`src/hw/rtl/dmps_pkg.sv`:
```
`default_nettype none
package dmps_pkg;
  localparam int FRAC_BITS_DEF = 8;
  localparam int ODO_WIDTH_DEF = 32;
  localparam int NREG = 8;
  localparam int PADDR_W = 5;
  localparam int INTEG_LIMIT = 3000;
  localparam int OUT_LIMIT = 7199;
  localparam int DEADZONE = 1800;
  localparam int TRIM_LIMIT = 30;
  localparam int TARGET_LIMIT = 32767;
  localparam int MUL_W = 34;
  localparam int PROD_W = 52;

  localparam logic [1:0] REQ_TICK = 2'd0;
  localparam logic [1:0] REQ_RST_CTRL = 2'd1;
  localparam logic [1:0] REQ_RST_ODO = 2'd2;

  localparam logic [2:0] REG_KP_L = 3'd0;
  localparam logic [2:0] REG_KI_L = 3'd1;
  localparam logic [2:0] REG_KD_L = 3'd2;
  localparam logic [2:0] REG_KP_R = 3'd3;
  localparam logic [2:0] REG_KI_R = 3'd4;
  localparam logic [2:0] REG_KD_R = 3'd5;
  localparam logic [2:0] REG_SYNC = 3'd6;
  localparam logic [2:0] REG_SCALE = 3'd7;

  typedef enum logic [3:0] {
    OP_IDLE,
    OP_LOAD,
    OP_PULSE_L,
    OP_PULSE_R,
    OP_SYNC,
    OP_PID_L_PREP,
    OP_PID_L_P,
    OP_PID_L_I,
    OP_PID_L_D,
    OP_PID_L_END,
    OP_PID_R_PREP,
    OP_PID_R_P,
    OP_PID_R_I,
    OP_PID_R_D,
    OP_PID_R_END,
    OP_FINISH
  } op_t;

  typedef struct packed {
    op_t op;
  } cmd_t;

  typedef struct packed {
    logic [1:0] req;
  } stat_t;
endpackage
`default_nettype wire

```
`src/hw/rtl/dmps_ctrl.sv`:
```
`default_nettype none
module dmps_ctrl (
  input  wire logic clk,
  input  wire logic rst,
  input  wire logic in_valid,
  output logic in_stall,
  output logic out_valid,
  input  wire logic out_stall,
  input  wire dmps_pkg::stat_t stat,
  output dmps_pkg::cmd_t cmd
);
  import dmps_pkg::*;

  typedef enum logic [1:0] {S_IDLE, S_RUN, S_OUT} state_t;
  state_t state;
  op_t op;

  assign in_stall = (state != S_IDLE);
  assign cmd.op = (state == S_IDLE && in_valid) ? OP_LOAD : (state == S_RUN ? op : OP_IDLE);

  always_ff @(posedge clk) begin
    if (rst) begin
      state <= S_IDLE;
      op <= OP_IDLE;
      out_valid <= 1'b0;
    end else begin
      unique case (state)
        S_IDLE: begin
          if (in_valid) begin
            state <= S_RUN;
            op <= OP_PULSE_L;
          end
        end
        S_RUN: begin
          if (op == OP_FINISH || stat.req != REQ_TICK) begin
            state <= S_OUT;
            out_valid <= 1'b1;
            op <= OP_IDLE;
          end else begin
            op <= op_t'(op + 4'd1);
          end
        end
        S_OUT: begin
          if (!out_stall) begin
            state <= S_IDLE;
            out_valid <= 1'b0;
          end
        end
        default: state <= S_IDLE;
      endcase
    end
  end
endmodule
`default_nettype wire

```
`config.mk`:
```
export PLATFORM = sky130hd
export DESIGN_NAME = dmps_ctrl
export DESIGN_NICKNAME = d
export VERILOG_FILES = /design/src/hw/rtl/dmps_pkg.sv /design/src/hw/rtl/dmps_ctrl.sv
export SDC_FILE = /design/constraint.sdc
export NUM_CORES = 1
export LEC_CHECK = 0
export BUFFER_PORTS_ARGS = -buffer_cell sky130_fd_sc_hd__buf_4
export CAP_MARGIN = 0
export CORE_AREA = 4 4 41 43
export CTS_CLUSTER_DIAMETER = 150
export DETAILED_ROUTE_END_ITERATION = 7
export DIE_AREA = 0 0 45 47
export HOLD_SLACK_MARGIN = 0.02
export PLACE_DENSITY = 0.54
export SLEW_MARGIN = 20
export SYNTH_ARGS = -nofsm -noshare
export SYNTH_HDL_FRONTEND = slang
export SYNTH_SLANG_ARGS = --single-unit
```
`constraint.sdc`:
```
create_clock -name clk -period 1.5 [get_ports clk]
set_input_delay 0.15 -clock clk [delete_from_list [all_inputs] [get_ports clk]]
set_output_delay 0.15 -clock clk [all_outputs]
set_load 0.05 [all_outputs]
```
* Word level (Yosys, flattened, before mapping)
Cells that the tools add are included.
** Storage, ports and cells
- Register bits :: 7
- Output and inout port bits :: 6
** Operators by class
- Reduce and logical (&&, ||, !) cells :: 10
- Muxes and demuxes :: 12
- Add/subtract/negate cells :: 1
- Equality and inequality tests :: 6
** Operators by type and width (count)
- $mux W4 :: 4
- $pmux W4 S2 :: 1
- $reduce_bool A2 Y1 :: 4
- $mux W2 :: 3
- $pmux W2 S3 :: 1
- $reduce_and A3 Y1 :: 2
- $add A4 B1 Y4 const B :: 1
- $eq A4 B4 Y1 const B :: 1
- $ne A2 B2 Y1 const B :: 2
- $eq A2 B1 Y1 const B :: 1
- $eq A2 B2 Y1 const B :: 1
- $logic_not A2 Y1 :: 1
- $mux W1 :: 2
- $ne A2 B1 Y1 const B :: 1
- $pmux W1 S2 :: 1
- $reduce_and A2 Y1 :: 1
- $logic_and A1 B1 Y1 :: 1
- $logic_or A1 B1 Y1 :: 1

* Logic depth before layout (Yosys ltp)
Gate-level depths: netlist (run 1).
- Depth after elaboration :: 4
- Gate-level depth with buffers :: 5
- Depth with buffers taken out :: 4

* Least setup slack after synthesis (run 1)
OpenSTA, ideal clock, no wires.
- Kind :: flip-flop to output port
- Start :: reg state[0]
- End :: out cmd[0] in the netlist's numbering
- Buffers on the path :: 1
- Setup slack :: 0.170 ns
- Cell stages (with the launch flop) :: 4
- Arrival time :: 1.180 ns
- Required time :: 1.350 ns
- Cell sequence :: dfxtp_1 buf_4 mux2i_1 nor2_1
** RTL lines
- start: declaration :: line dmps_ctrl.sv:15 : state_t state;
- start signal: assignment :: line dmps_ctrl.sv:23 : state <= S_IDLE;
- start signal: assignment :: line dmps_ctrl.sv:30 : state <= S_RUN;
- start signal: assignment :: line dmps_ctrl.sv:36 : state <= S_OUT;
- end: declaration :: line dmps_ctrl.sv:10 : output dmps_pkg::cmd_t cmd

==> results of run 1 <==
## registers in the layout, summed over array words and instances, names as in the netlist
name / flops
op: 4
state: 2
out_valid: 1
## worst max-delay path, stage by stage, from the launching register on
cell,delay [ps]
dfxtp_1,420
nor2b_1,70
buf_4,170
and2_2,190
buf_4,180
## worst paths after layout
path / from / end / slack (ps) / depth (start not counted)
max: state[1] / cmd[2] / 70 / 4
min: rst / op[1] / 130 / 2
max reg2reg: op[0] / op[1] / 150 / 4
min reg2reg: out_valid / out_valid / 470 / 2
## routing by layer
metal / wire length [um] / vias to the layer above / share of wire [%] / GRT usage (%)
met1: 377 / 149 / 48 / 9.382
met3: 40 / 2 / 5.1 / 2.682
met4: 12 / 0 / 1.5 / 8.772
li1: - / 179 / - / -
met5: 0 / - / 0 / 0
met2: 350 / 6 / 45 / 12.43
## cells by family (layout without fill, tap and decap cells)
| kind of cell | count (synthesis) | count (layout) |
|---|---|---|
| muxes | 2 | 2 |
| AOI/OAI and AO/OA | 9 | 9 |
| xor gates and xnor gates | 1 | 1 |
| and+or+nand+nor | 18 | 18 |
| buffers and inverters | 5 | 18 |
| DFF | 7 | 7 |
| adders and majority gates | 1 | 1 |
## final cells by class
class | count | share of cell area, %
flip-flops and latches | 7 | 26.90
clock buffers | 4 | 5.000
inverters | 2 | 1.429
repair buffers | 12 | 17.14
well taps | 15 | 3.571
multi-input cells | 31 | 45.95
## power by group through the flow
| stage | registers, uW | clock network, uW | logic [uW] |
|---|---|---|---|
| after floorplan | 212 | 0 | 71.8 |
| after global placement | 211 | 0 | 107 |
| after detailed placement | 210 | 0 | 107 |
| after CTS | 207 | 178 | 107 |
| after global routing | 208 | 188 | 114 |
| final | 207 | 170 | 105 |
## placed cells by master (no fill, tap or decap), types with 2 or more instances in the layout
cell type / Yosys / layout
nand3b_1: 3 / 3
nand4b_1: 2 / 2
and2_1: 2 / 2
mux2i_1: 2 / 2
nand2_1: 4 / 4
a21oi_1: 3 / 3
buf_4: 1 / 12
clkbuf_4: 0 / 3
dfxtp_1: 7 / 6
inv_1: 2 / 2
## timing repair
item	4_1_cts	5_1_grt
cloned	0	0
pin swaps	0	1
setup endpoints to repair	3	3
gates resized for setup	1	0
buffers inserted	0	0
## per-stage QoR
| stage | power, uW | utilization [%] |
|---|---|---|
| after detailed placement | 316.9 | 38.27 |
| after global routing | 510.0 | 40.38 |
| final | 481.9 | 40.38 |
| after global placement | 318.0 | 38.27 |
| after CTS | 491.7 | 40.38 |
| after floorplan | 284.1 | - |
==> impl_results.md, run 1 <==
* DRT Pass-1 Iters at 2
* WS Path Type: flop to primary output
* Via-per-instance ratio at about 4.7
* Total internal power at around 340 uW
* Top cells by instance count after synthesis: dfxtp_1 (7), nand2_1 (4), a21oi_1 (3), nand3b_1 (3)
* Synth Flop Type: dfxtp_1
* Fmax at about 700 MHz
* Yosys cell types at 26
* Final ANT Viol Nets at 0
* DRC errors left at 0
* Post-route insts no fill at 71
* Post-synth top area cell: dfxtp_1
* H-tree levels at 1
* Syn. warnings at 0
* Async S/R FF share, synth at 0%
* Die footprint at 2115 sq um
* Xor/xnor cell area share of the yosys netlist at about 2.2%
* Post-Synth Simple-Gate Area at a little over a quarter
* Clock power frac at between 30% and 40%
* Outcome: completed
* Aggregate negative setup slack at 0 ps
* Max Clock Skew at 2.286 ps
* Max-cap viol count at 0
* WL per Instance at 11.00 um
* Net Sw Power at about 140 uW
* Placer Congestion at between 0.6 and 0.7
* CTS buffer count at 3
* Final nets at 64
* CTS max path bufs at 2
* First-pass GRT wire length at roughly 1.2 mm
* PD cells at around 900 nW/um^2
* Largest net degree at the start of global routing at 10
* Height of the die at 47 um
* Sw frac at about 29%
* Root Buffer: clkbuf_4
* Initial drt markers at 3
* Total wire length after detailed routing at 781 um
* Adder-Cell Fraction of Synth Area at under 10%
* Top Ports at 12
* CTS sink count at 7
* DP HPWL at 584.2 um
* Reg area at approximately 140 sq um
* Final worst path period share at ~95%
* Final setup vio count at 0
* Flops & latches, synth at 7
* Post-synth top area share at approximately a third
* Combinational power share at between 20% and 30%
* CTS tree: built
* Antenna Diode Count at 0
* Clk slew on worst S/H paths at ~50 ps
* Final hold vios at 0
* Initial Utilization at 31.15%
* Register area share after synthesis at 34.57%
* Period minus WS final at between 1000 and 1500 ps
* Syn Inst Count at 43
* Worst hold path type: input port to flop
* Layout area overhead at 29.63%
* Place WS at approximately 81 ps
* Mapped Nets at 50
* Mux cell area share after synthesis at 4.938%
* Mean Syn Cell Area at between 9 and 10 sq um
* Pins over their slew limit at 0
* Total placed cells including tap cells at 67
* Leakage at between 0.0002 and 0.00025 uW
* Placement Rows at 13
* Share of cells above drive strength 1 at 39.29%
* Largest cells by area after synthesis: dfxtp_1 (35%), a311oi_4 (6.5%), nand3b_1 (5.6%)
* Setup WS post-layout at 74.72 ps
* DR vias at roughly 340
* Hold-fix buffers at CTS at 0
* Insertion delay of the later-clocked pin in the worst-skew pair at 250 ps
* GRT Overall Usage at between 8 and 9%
* Critical Path AT at between 1000 and 1500 ps
* RSZ-0062 raised after global routing: false
* Minimum hold slack at 130.8 ps
* Critical Path RT at ~1400 ps
* Vias in the first global route at 315
* Post-placement cell area at about 500 sq um
* Core ar. at about 1300 sq um
* Fin area at about 530 sq um
* Worst Tran Pin Value at ~380 ps
* Mapped cell area at between 400 and 500 sq um
* Area of the multi-input gates at 241.5 sq um
* Fill count at between 100 and 150
* Initial antenna violation count at 0
* CP endpoint kind: primary output
* Peak VDD IR at roughly 350 uV
* Die Wd at between 40 and 50 um
* Rel. slew slack at between 70% and 80%
* Count leader, synth: dfxtp_1
* Max FO, Critical Path at 9
* Total gr overflow at 0
* IO buf count at 11
* Synth Area in Compound Gates at ~22%
* Largest family of logic cells by synthesized area: simple AND/OR/NAND/NOR gates
* Flop pwr share at around 43%
* Startpoint Class: flop
* Number of synthesized flops with an enable pin at 0
Note: power is estimated with default switching activity, not from simulation.
==> inputs of run 2 (changes only) <==
- ABC_AREA: unset -> 1
- PLACE_DENSITY: 0.54 -> 0.52
==> run 2 against run 1 <==
  * Synthesized area shrank 5.9%
  * Clock skew grew 4.5 ps
  * Count of clock-buffer cells in the layout is the same
  * Critical path type unchanged
  * Largest cell class unchanged
  * Highest routed layer unchanged
==> impl_results.md, run 2 <==
* Critical Path RT at 1350 ps
* Worst hold path type: input port to flop
* Period minus WS final at 1275 ps
* CTS sink count at 7
* GRT Overall Usage at under 10%
* Core ar. at between 1000 and 1500 sq um
* CTS max path bufs at 2
* Mean Syn Cell Area at 6.815 sq um
* Async S/R FF share, synth at 0%
* WL per Instance at between 9 and 10 um
* Initial antenna violation count at 0
* Mapped Nets at 63
* Max-cap viol count at 0
* Clk slew on worst S/H paths at 60 ps
* H-tree levels at 1
* Post-synth top area share at a little under two fifths
* DP HPWL at 654.2 um
* Hold-fix buffers at CTS at 0
* PD cells at roughly 960 nW/um^2
* Final hold vios at 0
* Aggregate negative setup slack at 0 ps
* Startpoint Class: flop
* Final nets at about 80
* DRC errors left at 0
* Fmax at 784.5 MHz
* Post-placement cell area at a little under 500 sq um
* Critical Path AT at 1120 ps
* Total internal power at 335.4 uW
* Fin area at just over 500 sq um
* Sw frac at 31.48%
* Total Power at about 490 uW
* Combinational power share at 22.0%
* Net Sw Power at about 150 uW
* Root Buffer: clkbuf_4
* Final setup vio count at 0
* CTS buffer count at 3
* Synth Flop Type: dfxtp_1
* Top cells by instance count after synthesis: nand2_1 (11), inv_1 (9), dfxtp_1 (7), nor2_1 (7), a21oi_1 (6)
* Die Wd at about 45 um
* Top flop regs: op x4, state x2, out_valid x1
* Max Clock Skew at a little under 7 ps
* CP endpoint kind: primary output
* Vias in the first global route at about 320
* Post-CTS Setup Bufs at 0
* Largest net degree at the start of global routing at 8
* Share of cells above drive strength 1 at slightly below 30%
* Yosys cell types at 16
* Register area share after synthesis at between 30% and 40%
* Initial drt markers at 0
* Clock power frac at 35.8%
* Placer Congestion at ~0.8
* Insertion delay of the later-clocked pin in the worst-skew pair at 250 ps
* CTS tree: built
* Max reg flops at 4
* DR vias at approximately 370
* Leakage at roughly 0.00022 uW
* Total wire length after detailed routing at ~860 um
* Syn. warnings at 0
* Antenna Diode Count at 0
* Top Ports at 12
* IO buf count at 11
* Count leader, synth: nand2_1
* RSZ-0062 raised after global routing: false
* Number of synthesized flops with an enable pin at 0
* Layout area overhead at 33.44%
* Flop pwr share at a little over two fifths
* Post-synth top area cell: dfxtp_1
* Total gr overflow at 0
* Setup WS post-layout at about 230 ps
* Peak VDD IR at about 400 uV
* DRT Pass-1 Iters at 1
* Mapped cell area at between 300 and 400 sq um
* Pins over their slew limit at 0
* Via-per-instance ratio at 4.326
* Outcome: completed
* Placement Rows at 13
* Worst Tran Pin Value at 230.8 ps
* WS Path Type: flop to primary output
* Height of the die at roughly 47 um
* Most frequent cells in the layout: nand2_1 (11), buf_4 (11), inv_1 (9), nor2_1 (7), dfxtp_1 (7)
* Flops & latches, synth at 7
* Final worst path period share at roughly 85%
* Util after Layout at between 30% and 40%
* Rel. slew slack at between 80% and 90%
* PostCTS Resize Cnt at 0
* Place WS at a little under 400 ps
* Final ANT Viol Nets at 0
* Max FO, Critical Path at 7
* First-pass GRT wire length at ~1.3 mm
* Syn Inst Count at 56
* Most flops, register: op
* Die footprint at between 2000 and 2500 sq um
* Initial Utilization at between 20% and 30%
* Largest cells by area after synthesis: dfxtp_1 (37%), nand2_1 (11%), inv_1 (8.9%)
[run 2: cell types whose count changed after synthesis, moves of 2 or more]
| cell | delta |
|---|---|
| nand3b_1 | -3 |
| o21ai_0 | +3 |
| nand3_1 | +2 |
| mux2i_1 | -2 |
| nor2_1 | +6 |
| nand2_2 | +2 |
| nand4b_1 | -2 |
| nand2_1 | +7 |
| inv_1 | +7 |
| and2_1 | -2 |
| a21oi_1 | +3 |
[run 2: power groups by stage]
stage	Sequential [uW]	Clock, uW	Combinational [uW]
4_1_cts	206	181	110
3_3_place_gp	210	0	108
2_1_floorplan	216	0	66.4
6_report	206	175	108
5_1_grt	208	193	118
3_5_place_dp	210	0	109
[run 2: final timing paths]
path	from	endpoint	slack, ps	cells past startpoint
max	state[0]	cmd[0]	230	3
min	rst	op[3]	100	2
max reg2reg	op[0]	op[0]	370	6
min reg2reg	out_valid	out_valid	480	2
[run 2: metrics by stage]
step                hold slack (ps)  instances
global placement              361.6         82
finish                        96.28         86
global route                  96.86         86
CTS                           94.13         86
floorplan                     219.1         56
detailed placement            363.4         82
[run 2: kinds of logic after synthesis]
kind of cell | after synthesis | synth area share [%]
AND/OR/NAND/NOR | 26 | 32.46
adder cells (fa/ha/maj) | 1 | 3.278
flip-flops | 7 | 36.72
AO/OA/AOI/OAI | 12 | 17.70
buffers and inverters | 10 | 9.834
[run 2: cell type report]
cell class                 count  area, sq um
clock buffer                   4        26.28
tap                           15        18.77
inverter                      10        37.54
multi-input combinational     39        203.9
timing repair buffer          11        82.58
fill                         148        792.0
sequential                     7        140.1
[run 2: per-layer routing]
layer | vias to the layer above | share of wire [%] | track usage (%) | wire (um)
met3 | 2 | 6.8 | 2.682 | 58
li1 | 211 | - | - | -
met2 | 8 | 44 | 12.43 | 374
met5 | - | 0 | 0 | 0
met1 | 151 | 49 | 11.49 | 418
met4 | 0 | 0.58 | 7.018 | 5
[run 2: critical path, stage by stage (launching register included)]
cell	delay [ps]
dfxtp_1	420
nand2_4	110
o21ai_1	130
buf_4	210
